--- src/rtl/fpsc_pkg.sv ---
// fpsc_pkg: shared types, constants and rule tables for the fuzzy pd steering core
// no dependencies
package fpsc_pkg;

  localparam int ErrW = 12;
  localparam int ModeW = 3;
  localparam int GainW = 9;
  localparam int ServoW = 16;
  localparam int CmdW = 19;
  localparam int CfgIdxW = 3;
  localparam int CfgDataW = 63;

  localparam int ErrorLimit = 36;
  localparam int DerivLimit = 15;
  localparam int DiffLimit = 400;
  localparam int ServoMid = 1500;
  localparam int ServoMin = 1100;
  localparam int ServoMax = 1900;

  localparam logic [CfgIdxW-1:0] CFG_P_BP = 3'd0;
  localparam logic [CfgIdxW-1:0] CFG_D_BP = 3'd1;
  localparam logic [CfgIdxW-1:0] CFG_KP_LV = 3'd2;
  localparam logic [CfgIdxW-1:0] CFG_KD_LV = 3'd3;
  localparam logic [CfgIdxW-1:0] CFG_MODE_G = 3'd4;

  localparam logic [ModeW-1:0] MODE_RING_RUN = 3'd1;
  localparam logic [ModeW-1:0] MODE_RING_OUT = 3'd2;
  localparam logic [ModeW-1:0] MODE_RING_IN = 3'd3;
  localparam logic [ModeW-1:0] MODE_OBSTACLE = 3'd4;
  localparam logic [ModeW-1:0] MODE_PARKING = 3'd5;

  typedef enum logic [3:0] {
    ST_IDLE,
    ST_CLAMP,
    ST_FUZZ,
    ST_DIV,
    ST_RULE,
    ST_MAC,
    ST_ROUND,
    ST_TERM,
    ST_SERVO,
    ST_CMD,
    ST_OUT
  } state_t;

  function automatic logic [2:0] kp_rule(input logic [2:0] p, input logic [2:0] d);
    logic [2:0] t [49];
    t = '{3'd6,3'd5,3'd4,3'd3,3'd2,3'd0,3'd0, 3'd5,3'd4,3'd3,3'd2,3'd1,3'd0,3'd1,
          3'd4,3'd3,3'd2,3'd1,3'd0,3'd1,3'd2, 3'd3,3'd2,3'd1,3'd0,3'd1,3'd2,3'd3,
          3'd2,3'd1,3'd0,3'd1,3'd2,3'd3,3'd4, 3'd1,3'd0,3'd1,3'd2,3'd3,3'd4,3'd5,
          3'd0,3'd0,3'd2,3'd3,3'd4,3'd5,3'd6};
    return t[6'(p) * 6'd7 + 6'(d)];
  endfunction

  function automatic logic [2:0] kd_rule(input logic [2:0] p, input logic [2:0] d);
    logic [2:0] t [49];
    t = '{3'd2,3'd2,3'd6,3'd5,3'd6,3'd4,3'd2, 3'd1,3'd2,3'd5,3'd4,3'd3,3'd1,3'd0,
          3'd0,3'd1,3'd3,3'd3,3'd1,3'd1,3'd0, 3'd0,3'd1,3'd1,3'd1,3'd1,3'd1,3'd0,
          3'd0,3'd0,3'd0,3'd0,3'd0,3'd0,3'd0, 3'd5,3'd1,3'd1,3'd1,3'd1,3'd1,3'd1,
          3'd6,3'd4,3'd4,3'd3,3'd3,3'd1,3'd1};
    return t[6'(p) * 6'd7 + 6'(d)];
  endfunction

endpackage

--- src/rtl/fpsc_if.sv ---
// fpsc stream and config interfaces
// depends on fpsc_pkg
interface fpsc_in_if;
  logic valid;
  logic ready;
  logic signed [fpsc_pkg::ErrW-1:0] steer_error;
  logic [fpsc_pkg::ModeW-1:0] drive_mode;
  modport source (output valid, steer_error, drive_mode, input ready);
  modport sink (input valid, steer_error, drive_mode, output ready);
endinterface

interface fpsc_out_if;
  logic valid;
  logic ready;
  logic [fpsc_pkg::ServoW-1:0] servo_pwm;
  logic [fpsc_pkg::CmdW-1:0] steer_command;
  logic [fpsc_pkg::GainW-1:0] kp_gain;
  logic [fpsc_pkg::GainW-1:0] kd_gain;
  modport source (output valid, servo_pwm, steer_command, kp_gain, kd_gain, input ready);
  modport sink (input valid, servo_pwm, steer_command, kp_gain, kd_gain, output ready);
endinterface

interface fpsc_cfg_if;
  logic valid;
  logic ready;
  logic [fpsc_pkg::CfgIdxW-1:0] index;
  logic [fpsc_pkg::CfgDataW-1:0] data;
  modport source (output valid, index, data, input ready);
  modport sink (input valid, index, data, output ready);
endinterface

--- src/rtl/fuzzy_pd_steering_controller_core.sv ---
// fuzzy_pd_steering_controller_core: fuzzy self-tuning pd steering controller top level
// depends on fpsc_pkg and fpsc_if
//
// channel  dir  payload
// in_      in   steer_error, drive_mode
// out_     out  servo_pwm, steer_command, kp_gain, kd_gain
// cfg_     in   index, data (register write)
//
// a new word is taken only once the last result has left on out_ready; each word goes through:
// two restoring divides for the memberships, eight multiply-accumulate steps of
// one shared 9x18 multiplier with two rounding steps, then pd term, servo and command
// a membership outside the outer breakpoints skips its divide
// reset clears state and previous error, config to defaults; in_ready is low while a word
// is at work or while the result waits on out_ready; cfg_ready is always high
module fuzzy_pd_steering_controller_core (
  input logic clk,
  input logic rst_n,
  fpsc_in_if.sink in_ch,
  fpsc_out_if.source out_ch,
  fpsc_cfg_if.sink cfg_ch
);

  fpsc_pkg::state_t state_r, state_nxt;

  logic [23:0] p_bp_r, d_bp_r, mode_g_r;
  logic [62:0] kp_lv_r, kd_lv_r;

  logic signed [10:0] prev_r, err_r;
  logic signed [12:0] diff_r;
  logic [2:0] mode_r;

  // fuzzify: which=0 error, 1 change
  logic which_r;
  logic [2:0] pi_r, di_r;
  logic [8:0] pm_r, dm_r;
  logic [13:0] num_r;
  logic [12:0] den_r;
  logic [3:0] cnt_r;
  logic [8:0] quo_r;
  logic [21:0] rem_r;

  logic [2:0] k_r;
  logic [8:0] lvl_r;
  logic [17:0] wgt_r;
  logic [33:0] acc_r;
  logic [8:0] kp_r, kd_r;

  logic signed [31:0] term_r;
  logic [15:0] servo_r;
  logic [18:0] cmd_r;

  logic in_acc, cfg_acc;
  assign in_acc = in_ch.valid && in_ch.ready;
  assign cfg_acc = cfg_ch.valid && cfg_ch.ready;
  assign in_ch.ready = (state_r == fpsc_pkg::ST_IDLE);
  assign cfg_ch.ready = 1'b1;
  assign out_ch.valid = (state_r == fpsc_pkg::ST_OUT);
  assign out_ch.servo_pwm = servo_r;
  assign out_ch.steer_command = cmd_r;
  assign out_ch.kp_gain = kp_r;
  assign out_ch.kd_gain = kd_r;

  function automatic logic signed [12:0] diff_clamp(input logic signed [12:0] d);
    logic signed [12:0] l;
    l = 13'(fpsc_pkg::DerivLimit * 16);
    if (d > l) return l;
    if (d < -l) return -l;
    return d;
  endfunction

  // breakpoint setup for the fuzzifier
  logic [23:0] bp;
  logic signed [12:0] x, pt [7];
  logic [2:0] seg, seg1;
  logic inside_lo, inside_hi;
  always_comb begin
    bp = which_r ? d_bp_r : p_bp_r;
    x = which_r ? diff_clamp(diff_r) : 13'(err_r);
    pt[0] = -$signed({1'b0, bp[7:0], 4'd0});
    pt[1] = -$signed({1'b0, bp[15:8], 4'd0});
    pt[2] = -$signed({1'b0, bp[23:16], 4'd0});
    pt[3] = '0;
    pt[4] = $signed({1'b0, bp[23:16], 4'd0});
    pt[5] = $signed({1'b0, bp[15:8], 4'd0});
    pt[6] = $signed({1'b0, bp[7:0], 4'd0});
    inside_lo = x > pt[0];
    inside_hi = x < pt[6];
    seg = 3'd5;
    for (int k = 5; k >= 0; k--) begin
      if (x < pt[k+1]) seg = 3'(k);
    end
    seg1 = seg + 3'd1;
  end

  // shared multiplier
  logic [2:0] rp, rd, sp, sd, ridx;
  logic [8:0] wa, wb;
  logic [8:0] mul_a;
  logic [17:0] mul_b;
  logic [26:0] mul_y;
  always_comb begin
    sp = (k_r[0] && pi_r < 3'd6) ? pi_r + 3'd1 : pi_r;
    sd = (k_r[1] && di_r < 3'd6) ? di_r + 3'd1 : di_r;
    wa = k_r[0] ? 9'(10'd256 - 10'(pm_r)) : pm_r;
    wb = k_r[1] ? 9'(10'd256 - 10'(dm_r)) : dm_r;
    rp = fpsc_pkg::kp_rule(sp, sd);
    rd = fpsc_pkg::kd_rule(sp, sd);
    ridx = k_r[2] ? rd : rp;
    mul_a = lvl_r;
    mul_b = wgt_r;
  end
  assign mul_y = 27'(mul_a) * 27'(mul_b);

  logic [62:0] lv_sel;
  assign lv_sel = k_r[2] ? kd_lv_r : kp_lv_r;

  // pd term pieces
  logic [12:0] kpx, kdx;
  always_comb begin
    kpx = 13'(kp_r);
    kdx = 13'(kd_r);
    unique case (mode_r)
      fpsc_pkg::MODE_RING_RUN: kpx = 13'(kp_r) + {1'b0, mode_g_r[7:0], 4'd0};
      fpsc_pkg::MODE_RING_OUT: kpx = 13'(kp_r) + 13'd240;
      fpsc_pkg::MODE_RING_IN: kpx = 13'(kp_r) + {1'b0, mode_g_r[15:8], 4'd0};
      fpsc_pkg::MODE_OBSTACLE: begin
        kpx = 13'(kp_r) + {1'b0, mode_g_r[23:16], 4'd0};
        kdx = 13'(kd_r) + 13'd16;
      end
      fpsc_pkg::MODE_PARKING: kpx = 13'(kp_r) + 13'd48;
      default: ;
    endcase
  end

  logic signed [31:0] tsum, tl;
  logic signed [31:0] vsum;
  logic [22:0] v23;
  always_comb begin
    tsum = 32'(err_r) * 32'($signed({1'b0, kpx})) + 32'(diff_r) * 32'($signed({1'b0, kdx}));
    tl = 32'(fpsc_pkg::DiffLimit * 256);
    vsum = 32'(fpsc_pkg::ServoMid * 256) - term_r;
    v23 = 23'(vsum[31:8]);
  end

  // config registers
  always_ff @(posedge clk) begin
    if (!rst_n) begin
      p_bp_r <= 24'd660516;
      d_bp_r <= 24'd330255;
      kp_lv_r <= '0;
      kd_lv_r <= '0;
      mode_g_r <= 24'd7680;
    end else if (cfg_acc) begin
      unique case (cfg_ch.index)
        fpsc_pkg::CFG_P_BP: p_bp_r <= cfg_ch.data[23:0];
        fpsc_pkg::CFG_D_BP: d_bp_r <= cfg_ch.data[23:0];
        fpsc_pkg::CFG_KP_LV: kp_lv_r <= cfg_ch.data;
        fpsc_pkg::CFG_KD_LV: kd_lv_r <= cfg_ch.data;
        fpsc_pkg::CFG_MODE_G: mode_g_r <= cfg_ch.data[23:0];
        default: ;
      endcase
    end
  end

  always_ff @(posedge clk) begin
    if (!rst_n) state_r <= fpsc_pkg::ST_IDLE;
    else state_r <= state_nxt;
  end

  always_comb begin
    state_nxt = state_r;
    unique case (state_r)
      fpsc_pkg::ST_IDLE: if (in_acc) state_nxt = fpsc_pkg::ST_CLAMP;
      fpsc_pkg::ST_CLAMP: state_nxt = fpsc_pkg::ST_FUZZ;
      fpsc_pkg::ST_FUZZ: begin
        if (inside_lo && inside_hi) state_nxt = fpsc_pkg::ST_DIV;
        else if (which_r) state_nxt = fpsc_pkg::ST_RULE;
      end
      fpsc_pkg::ST_DIV: if (cnt_r == 4'd8) state_nxt = which_r ? fpsc_pkg::ST_RULE
                                                               : fpsc_pkg::ST_FUZZ;
      fpsc_pkg::ST_RULE: state_nxt = fpsc_pkg::ST_MAC;
      fpsc_pkg::ST_MAC: state_nxt = (k_r[1:0] == 2'd3) ? fpsc_pkg::ST_ROUND
                                                        : fpsc_pkg::ST_RULE;
      fpsc_pkg::ST_ROUND: state_nxt = k_r[2] ? fpsc_pkg::ST_RULE : fpsc_pkg::ST_TERM;
      fpsc_pkg::ST_TERM: state_nxt = fpsc_pkg::ST_SERVO;
      fpsc_pkg::ST_SERVO: state_nxt = fpsc_pkg::ST_CMD;
      fpsc_pkg::ST_CMD: state_nxt = fpsc_pkg::ST_OUT;
      fpsc_pkg::ST_OUT: if (out_ch.ready) state_nxt = fpsc_pkg::ST_IDLE;
      default: state_nxt = fpsc_pkg::ST_IDLE;
    endcase
  end

  logic signed [10:0] ecl;
  logic signed [11:0] ein;
  always_comb begin
    ein = in_ch.steer_error;
    if (ein > 12'sd576) ecl = 11'sd576;
    else if (ein < -12'sd576) ecl = -11'sd576;
    else ecl = 11'(ein);
  end

  always_ff @(posedge clk) begin
    if (!rst_n) begin
      prev_r <= '0;
    end else if (state_r == fpsc_pkg::ST_CLAMP) begin
      prev_r <= err_r;
    end
    unique case (state_r)
      fpsc_pkg::ST_IDLE: if (in_acc) begin
        err_r <= ecl;
        mode_r <= in_ch.drive_mode;
        which_r <= 1'b0;
      end
      fpsc_pkg::ST_CLAMP: diff_r <= 13'(err_r) - 13'(prev_r);
      fpsc_pkg::ST_FUZZ: begin
        if (inside_lo && inside_hi) begin
          if (which_r) di_r <= seg; else pi_r <= seg;
          num_r <= 14'(pt[seg1] - x);
          den_r <= 13'(pt[seg1] - pt[seg]);
          quo_r <= '0;
          cnt_r <= '0;
          rem_r <= '0;
        end else begin
          if (which_r) begin
            di_r <= inside_lo ? 3'd6 : 3'd0; dm_r <= 9'd256; k_r <= '0; acc_r <= '0;
          end else begin
            pi_r <= inside_lo ? 3'd6 : 3'd0; pm_r <= 9'd256; which_r <= 1'b1;
          end
        end
      end
      fpsc_pkg::ST_DIV: begin
        // restoring divide of num*256 by den, one quotient bit a cycle
        begin
          logic [22:0] r2;
          logic [22:0] t;
          r2 = (cnt_r == 4'd0) ? 23'(num_r) : {rem_r, 1'b0};
          t = r2 - 23'(den_r);
          if (!t[22]) begin rem_r <= 22'(t); quo_r <= {quo_r[7:0], 1'b1}; end
          else begin rem_r <= 22'(r2); quo_r <= {quo_r[7:0], 1'b0}; end
          cnt_r <= cnt_r + 4'd1;
          if (cnt_r == 4'd8) begin
            if (which_r) begin
              dm_r <= !t[22] ? {quo_r[7:0], 1'b1} : {quo_r[7:0], 1'b0};
              k_r <= '0; acc_r <= '0;
            end else begin
              pm_r <= !t[22] ? {quo_r[7:0], 1'b1} : {quo_r[7:0], 1'b0};
              which_r <= 1'b1;
            end
          end
        end
      end
      fpsc_pkg::ST_RULE: begin
        lvl_r <= 9'(lv_sel >> (9 * int'(ridx)));
        wgt_r <= 18'(wa) * 18'(wb);
      end
      fpsc_pkg::ST_MAC: begin
        acc_r <= acc_r + 34'(mul_y);
        k_r <= k_r + 3'd1;
      end
      fpsc_pkg::ST_ROUND: begin
        // k has already stepped past the group just summed
        if (k_r[2]) kp_r <= 9'((acc_r + 34'd32768) >> 16);
        else kd_r <= 9'((acc_r + 34'd32768) >> 16);
        acc_r <= '0;
      end
      fpsc_pkg::ST_TERM: term_r <= (tsum > tl) ? tl : ((tsum < -tl) ? -tl : tsum);
      fpsc_pkg::ST_SERVO: begin
        if (vsum < 0) servo_r <= 16'(fpsc_pkg::ServoMin);
        else if (v23 > 23'(fpsc_pkg::ServoMax)) servo_r <= 16'(fpsc_pkg::ServoMax);
        else if (v23 < 23'(fpsc_pkg::ServoMin)) servo_r <= 16'(fpsc_pkg::ServoMin);
        else servo_r <= 16'(v23);
      end
      // scale by 66 and divide by ten through a reciprocal exact for the whole 16-bit servo range
      fpsc_pkg::ST_CMD: cmd_r <= 19'((48'(servo_r) * 48'd66 * 48'd6710887) >> 26);
      default: ;
    endcase
  end

`ifndef SYNTHESIS
  a_out_after_cmd: assert property (@(posedge clk) disable iff (!rst_n)
    $rose(out_ch.valid) |-> $past(state_r) == fpsc_pkg::ST_CMD)
    else $error("result without completed pipeline");
  a_no_in_busy: assert property (@(posedge clk) disable iff (!rst_n)
    out_ch.valid |-> !in_ch.ready)
    else $error("input ready while result pending");
  a_servo_range: assert property (@(posedge clk) disable iff (!rst_n)
    out_ch.valid |-> (out_ch.servo_pwm >= 16'(fpsc_pkg::ServoMin) &&
                      out_ch.servo_pwm <= 16'(fpsc_pkg::ServoMax)))
    else $error("servo out of range");
`endif

endmodule

--- src/flat_wrapper.sv ---
// flat-port wrapper written by rule: the top's interface ports become plain ports
module fuzzy_pd_steering_controller_core_flat 
  (clk, rst_n, in_ch_valid, in_ch_steer_error, in_ch_drive_mode, in_ch_ready, out_ch_valid, out_ch_servo_pwm, out_ch_steer_command, out_ch_kp_gain, out_ch_kd_gain, out_ch_ready, cfg_ch_valid, cfg_ch_index, cfg_ch_data, cfg_ch_ready);
  fpsc_in_if in_ch_i ();
  fpsc_out_if out_ch_i ();
  fpsc_cfg_if cfg_ch_i ();
  input logic clk;
  input logic rst_n;
  input wire logic [$bits(in_ch_i.valid)-1:0] in_ch_valid;
  input wire logic [$bits(in_ch_i.steer_error)-1:0] in_ch_steer_error;
  input wire logic [$bits(in_ch_i.drive_mode)-1:0] in_ch_drive_mode;
  output wire logic [$bits(in_ch_i.ready)-1:0] in_ch_ready;
  output wire logic [$bits(out_ch_i.valid)-1:0] out_ch_valid;
  output wire logic [$bits(out_ch_i.servo_pwm)-1:0] out_ch_servo_pwm;
  output wire logic [$bits(out_ch_i.steer_command)-1:0] out_ch_steer_command;
  output wire logic [$bits(out_ch_i.kp_gain)-1:0] out_ch_kp_gain;
  output wire logic [$bits(out_ch_i.kd_gain)-1:0] out_ch_kd_gain;
  input wire logic [$bits(out_ch_i.ready)-1:0] out_ch_ready;
  input wire logic [$bits(cfg_ch_i.valid)-1:0] cfg_ch_valid;
  input wire logic [$bits(cfg_ch_i.index)-1:0] cfg_ch_index;
  input wire logic [$bits(cfg_ch_i.data)-1:0] cfg_ch_data;
  output wire logic [$bits(cfg_ch_i.ready)-1:0] cfg_ch_ready;
  assign in_ch_i.valid = in_ch_valid;
  assign in_ch_i.steer_error = in_ch_steer_error;
  assign in_ch_i.drive_mode = in_ch_drive_mode;
  assign in_ch_ready = in_ch_i.ready;
  assign out_ch_valid = out_ch_i.valid;
  assign out_ch_servo_pwm = out_ch_i.servo_pwm;
  assign out_ch_steer_command = out_ch_i.steer_command;
  assign out_ch_kp_gain = out_ch_i.kp_gain;
  assign out_ch_kd_gain = out_ch_i.kd_gain;
  assign out_ch_i.ready = out_ch_ready;
  assign cfg_ch_i.valid = cfg_ch_valid;
  assign cfg_ch_i.index = cfg_ch_index;
  assign cfg_ch_i.data = cfg_ch_data;
  assign cfg_ch_ready = cfg_ch_i.ready;
  fuzzy_pd_steering_controller_core u_core (.clk(clk), .rst_n(rst_n), .in_ch(in_ch_i), .out_ch(out_ch_i), .cfg_ch(cfg_ch_i));
endmodule
--- config.mk ---
export PLATFORM = sky130hd
export DESIGN_NAME = fuzzy_pd_steering_controller_core_flat
export DESIGN_NICKNAME = d
export VERILOG_FILES = /design/src/rtl/fpsc_pkg.sv /design/src/rtl/fpsc_if.sv /design/src/rtl/fuzzy_pd_steering_controller_core.sv /design/src/flat_wrapper.sv
export SDC_FILE = /design/constraint.sdc
export NUM_CORES = 2
export LEC_CHECK = 0
export BUFFER_PORTS_ARGS = -buffer_cell sky130_fd_sc_hd__clkbuf_2
export CAP_MARGIN = 10
export CORE_AREA = 2 2 323 325
export DETAILED_ROUTE_END_ITERATION = 6
export DIE_AREA = 0 0 325 327
export GPL_ROUTABILITY_DRIVEN = 0
export PLACE_DENSITY = 0.76
export SYNTH_ARGS = -nofsm -noshare
export SYNTH_HDL_FRONTEND = slang
export SYNTH_SLANG_ARGS = --single-unit
--- constraint.sdc ---
create_clock -name clk -period 11.45 [get_ports clk]
set_clock_uncertainty 0.15 [all_clocks]
set_input_delay 1.145 -clock clk [delete_from_list [all_inputs] [get_ports clk]]
set_output_delay 1.145 -clock clk [all_outputs]
set_load 0.005 [all_outputs]
Word-level counts from Yosys, hierarchy flattened --
Memory sizes are Yosys's and may differ from the RTL's. Cells that the tools add are included.
Operators by class: add/subtract/negate cells 25, $mul 8, divide/modulo/power cells 0, order comparisons 21, equality and inequality tests 31, shift-type cells 1, mux-type cells 83, bitwise logic cells 5, reductions and logical operators 32
Operators with widths (number):
- $pmux 34 s4 | 1
- $mux 13 | 10
- $mux 34 | 3
- $mux 9 | 10
- $bmux 13 s3 | 2
- $mux 3 | 22
- $lt 13x13->1 | 5
- $pmux 13 s5 | 1
- $mux 63 | 1
- $shr 63x32->9 | 1
- $mul 22x23->44 const B | 1
- $mux 22 | 2
- $pmux 22 s2 | 1
- $pmux 4 s11 | 1
- $add 9x12->13 | 3
- $neg 12->13 | 3
- $pmux 9 s2 | 2
- $add 34x27->34 | 1
- $add 32x32->32 | 1
- $gt 32x18->1 const B | 1
- $lt 32x1->1 const B | 1
- $lt 32x18->1 const B | 1
- $mux 32 | 1
- $sub 20x32->32 const A | 1
- 68 further kinds | 130
Storage, ports and cells: register bits 474, latch bits 0, RAM bits 0, ROM bits 384, output and inout bits 56, word-level logic and storage cells 240, memories kept 2
Memory list:
- (no name shown) | depth 64, width 3, rd ports 1, clocked after Yosys merged registers in 0, write ports 0, line fpsc_pkg.sv:52 | return t[6'(p) * 6'd7 + 6'(d)];
- (no name shown) | depth 64, width 3, rd ports 1, clocked after Yosys merged registers in 0, write ports 0, line fpsc_pkg.sv:61 | return t[6'(p) * 6'd7 + 6'(d)];

Longest topological paths before layout --
word-level depth 18, depth in mapped cells 51, mapped depth without buffers 47

Least setup slack after synthesis --
No wires, ideal clock.
path type register to register, start point register u_core.mode_r[0], end point register u_core.term_r[15], data pin, library setup time 0.266 ns, data arrival time 10.006 ns, setup slack 1.028 ns, stages on the path, launching flop included 48, buffers on the path 6, period minus slack after synthesis 10.422 ns, cells stage by stage edfxtp_1 > or2_2 > clkbuf_1 > o22ai_1 > nand2_1 > o21ai_0 > a21oi_1 > ha_1 > fa_1 > a21o_1 > a21oi_1 > xor2_1 > nor2_1 > a21oi_1 > clkbuf_1 > nand2b_1 > fa_1 > fa_1 > (+12 left out) > nand2_1 > a21o_1 > a21oi_1 > xnor2_1 > ha_1 > clkbuf_1 > and3_1 > nand2_1 > nor2_1 > a211oi_1 > o21ai_1 > a2111o_1 > o311a_1 > nand4bb_1 > ha_1 > clkbuf_1 > clkbuf_1 > o21bai_1
Between the ends: longest elaborated chain between the ends 6
RTL lines:
- from (decl) | line fuzzy_pd_steering_controller_core.sv:30 | logic [2:0] mode_r;
- from (signal assigned) | line fuzzy_pd_steering_controller_core.sv:211 | mode_r <= in_ch.drive_mode;
- $eq 3x3->1 (tied with other cells) | line fuzzy_pd_steering_controller_core.sv:122 | unique case (mode_r)
- $pmux 13 s5 / $mux 13 (equally long branches) | line fuzzy_pd_steering_controller_core.sv:122
- $mul 11x14->25 / $mul 12x14->26 (equally long branches) | line fuzzy_pd_steering_controller_core.sv:139 | tsum = 32'(err_r) * 32'($signed({1'b0, kpx})) + 32'(diff_r) * 32'($signed({1'b0, kdx}));
- $add 32x32->32 (*) | line fuzzy_pd_steering_controller_core.sv:139
- $lt 32x18->1 | line fuzzy_pd_steering_controller_core.sv:266 | fpsc_pkg::ST_TERM: term_r <= (tsum > tl) ? tl : ((tsum < -tl) ? -tl : tsum);
- $mux 32 | line fuzzy_pd_steering_controller_core.sv:266
- to (signal assigned) | line fuzzy_pd_steering_controller_core.sv:266
- to (decl) | line fuzzy_pd_steering_controller_core.sv:48 | logic signed [31:0] term_r;
Every way passes the cells marked *; elsewhere a longest branch is shown, timed or not. A chain may end at the register's enable or synchronous reset.

Final worst setup path --
start point register u_core.mode_r[1], end point register u_core.term_r[12], data pin
Between the ends: longest elaborated chain between the ends 6
RTL lines (line):
- $eq 3x3->1 (tied with other cells) | fuzzy_pd_steering_controller_core.sv:122
- $pmux 13 s5 / $mux 13 (equally long branches) | fuzzy_pd_steering_controller_core.sv:122
- $mul 11x14->25 / $mul 12x14->26 (equally long branches) | fuzzy_pd_steering_controller_core.sv:139
- $add 32x32->32 (*) | fuzzy_pd_steering_controller_core.sv:139
- $lt 32x18->1 / $gt 32x18->1 (equally long branches) | fuzzy_pd_steering_controller_core.sv:266
- $reduce_or 2->1 (no line)
Marked as above.

==> flow_summary.ini <==
[clock_network]
clockBufferDepth = 3
clock_latency_ns = 0.68
cts_hold_buf = 0
clkTransAtPathRegs_ns = 0.06
cts_made_buffers = 55
cts.sinks = 461
cts_max_level = 2
clockRootBuffer = clkbuf_16
cts_tree = done

[floorplanning]
die_h_um = 327
core_area_mm2 = 0.103
start_util_pct = 49.5
dieArea_mm2 = 0.106
num_rows = 118
pin_count = 142
fp.dieW_um = 325

[run]
max_cap_violations = 0

[synth]
synth_ff_type = edfxtp_1
yosysMostFrequentCell = nand2_1
syn_area_per_cell_um2 = 9.07
synth_edf_count = 248
syn_inst = 5612
yosysSeqAreaShare_pct = 23.0
yosysTopAreaCellShare_pct = 20.2
synth_area_mm2 = 0.0509
ys_ff_latch = 461
async_flop_share_pct = 0
synthDistinctLibCells = 89
synth_area_leaders = fa_1, ha_1, edfxtp_1
synth_top_cells_by_count = nand2_1, inv_1, ha_1
ys_warn_count = 0
synth_top_area_cell = fa_1

[finish]
drive_above_1_share_pct = 6.37
fillers = 9144
area_growth_pct = 7.84
finalNetCount = 6857
seqCellArea_mm2 = 0.0117
n_antenna_cell = 0
multi_input_area_mm2 = 0.0356

[global_routing]
track_usage_pct = 23.4
antenna_found_initial = 1
grt_pass1_vias = 39600
grt_max_degree = 119
grt_pass1_wl_um = 204000
overflow = 0

[drt]
wirelength_um = 125000
vias = 39400
via_per_inst = 5.57
drtAntennaViolNets = 0
post-route-drc-count = 0
dr.pass1.iters = 6
wire_per_inst_um = 17.6
drt_iter0_drc = 3135

[sta]
setup_viol = 0
max-slew-margin-rel_pct = 17.8
tightest_slew_ns = 1.23
period_minus_slack_ns = 11.04
fin_setup_tns_ns = 0
fmax_ghz = 0.0906
slew_viol_final = 0
finalHoldViolations = 0
period_share_pct = 96.4

[run_status]
status = finished clean

[setup_path]
crit_required_ns = 11.67
cp-start-kind = register
critical_path_arrival_ns = 11.26
worst_path_max_delay_cell = fa_1
r2r-start = u_core.mode_r[1]$_DFFE_PP_
startpoint = u_core.mode_r[1]$_DFFE_PP_
critPathMaxStageDelay_ns = 0.54
crit_type = register to register
cp_max_fo = 15
cp-end-kind = register
path_common_cell = a21o_1

[place]
io_buffers = 140
place_hpwl_um = 97600

[worst_hold_path]
hp-class = register to register
min-delay-start = u_core.kd_lv_r[6]$_SDFFE_PN0P_
==> cell families (layout without fill, tap and decap cells) <==
family,after synthesis,count (layout),synth area share (%)
muxes,94,94,2.10
AOI/OAI and AO/OA,909,909,12.2
xor gates and xnor gates,237,237,4.08
DFF,461,461,23.0
other,2,9,0.0148
adders and majority gates,1118,1118,35.1
buffers and inverters,977,1057,7.26
and+or+nand+nor,1814,1814,16.2
==> registers in the layout, indices dropped and copies added (netlist names), 9 cells and up <==
name / cells
u_core.kd_lv_r: 63
u_core.kp_lv_r: 63
u_core.term_r: 32
u_core.acc_r: 25
u_core.d_bp_r: 24
u_core.mode_g_r: 24
u_core.p_bp_r: 24
u_core.rem_r: 22
u_core.out_ch.steer_command: 19
u_core.mul_b: 18
u_core.out_ch.servo_pwm: 16
u_core.num_r: 14
u_core.diff_r: 12
u_core.err_r: 11
u_core.prev_r: 11
u_core.den_r: 9
u_core.dm_r: 9
u_core.lvl_r: 9
u_core.out_ch.kd_gain: 9
u_core.out_ch.kp_gain: 9
u_core.pm_r: 9
==> worst max-delay path, delay by kind of cell, from the launching register on <==
family                   cells  cell delay, ns
adder cells (fa/ha/maj)      9            3.95
buffers and inverters        5            0.56
XOR/XNOR                     2            0.25
AND/OR/NAND/NOR              9            1.95
AO/OA/AOI/OAI               20            3.38
flip-flops                   1            0.49
==> path summary, 6_finish.rpt <==
| check | to | slack, ns | cells after the start |
|---|---|---|---|
| setup / recovery | u_core.term_r[12]$_SDFFCE_PP1P_ | 0.41 | 45 |
| hold / removal | u_core.kd_lv_r[6]$_SDFFE_PN0P_ | 0.31 | 2 |
| setup reg to reg | u_core.term_r[12]$_SDFFCE_PP1P_ | 0.41 | 45 |
| hold reg to reg | u_core.kd_lv_r[6]$_SDFFE_PN0P_ | 0.31 | 2 |
==> through the flow <==
| step | instance area [um2] | hold WS (ns) | setup WS, ns | util [%] | std cells |
|---|---|---|---|---|---|
| after global placement | 52900 | 0.298 | 0.408 | 51.4 | 6965 |
| after CTS | 54700 | 0.318 | 0.0791 | 53.2 | 7068 |
| after floorplan | 50900 | 0.290 | 1.03 | - | 5619 |
| after global routing | 54900 | 0.331 | -0.0246 | 53.3 | 7079 |
| final | 54900 | 0.314 | 0.415 | 53.3 | 7079 |
| after detailed placement | 52900 | 0.305 | 0.171 | 51.4 | 6965 |
==> final cells by class <==
cell class	instances	share of cell area (%)
multi-input combinational	4181	64.9
sequential	461	21.3
inverter	758	5.20
tap	1380	3.15
clock buffer	73	2.86
timing repair buffer	195	2.03
clock inverter	30	0.492
timing repair inverter	1	0.00912
==> metal layers <==
| layer | GRT usage [%] | share of wire, % |
|---|---|---|
| met4 | 7.95 | 3.4 |
| met5 | 0 | 0.0080 |
| met3 | 3.40 | 6.1 |
| met1 | 30.2 | 42 |
| met2 | 40.3 | 49 |
==> layout by cell type (no fill, tap or decap), types with 13 or more instances in the layout <==
| cell type | count |
|---|---|
| nand3_1 | 78 |
| nand2_1 | 889 |
| nor2b_1 | 48 |
| o21ai_1 | 30 |
| a21boi_0 | 200 |
| nand2b_1 | 54 |
| a21o_1 | 58 |
| o21bai_1 | 20 |
| a211oi_1 | 20 |
| mux2i_1 | 80 |
| edfxtp_1 | 248 |
| xnor2_1 | 151 |
| fa_1 | 514 |
| or3_1 | 22 |
| inv_1 | 750 |
| nand4_1 | 25 |
| a31oi_1 | 26 |
| a21oi_1 | 159 |
| o21a_1 | 46 |
| xor2_1 | 85 |
| o22ai_1 | 28 |
| clkbuf_2 | 139 |
| nor2_1 | 298 |
| o211ai_1 | 32 |
| clkbuf_16 | 58 |
| and2_1 | 204 |
| nor3_1 | 84 |
| ha_1 | 604 |
| o31ai_1 | 13 |
| buf_4 | 56 |
| a22oi_1 | 28 |
| and3_1 | 17 |
| dfxtp_1 | 213 |
| or2_2 | 24 |
| o21ai_0 | 108 |
==> timing repair <==
action,CTS,global route
resized for setup,0,12
endpoints found under the hold margin,0,0
buffers inserted,0,10
endpoints found under the setup margin,0,32
Power is not shown: default switching activity piles up to over one toggle a cycle in this logic, so the estimate is an artifact.
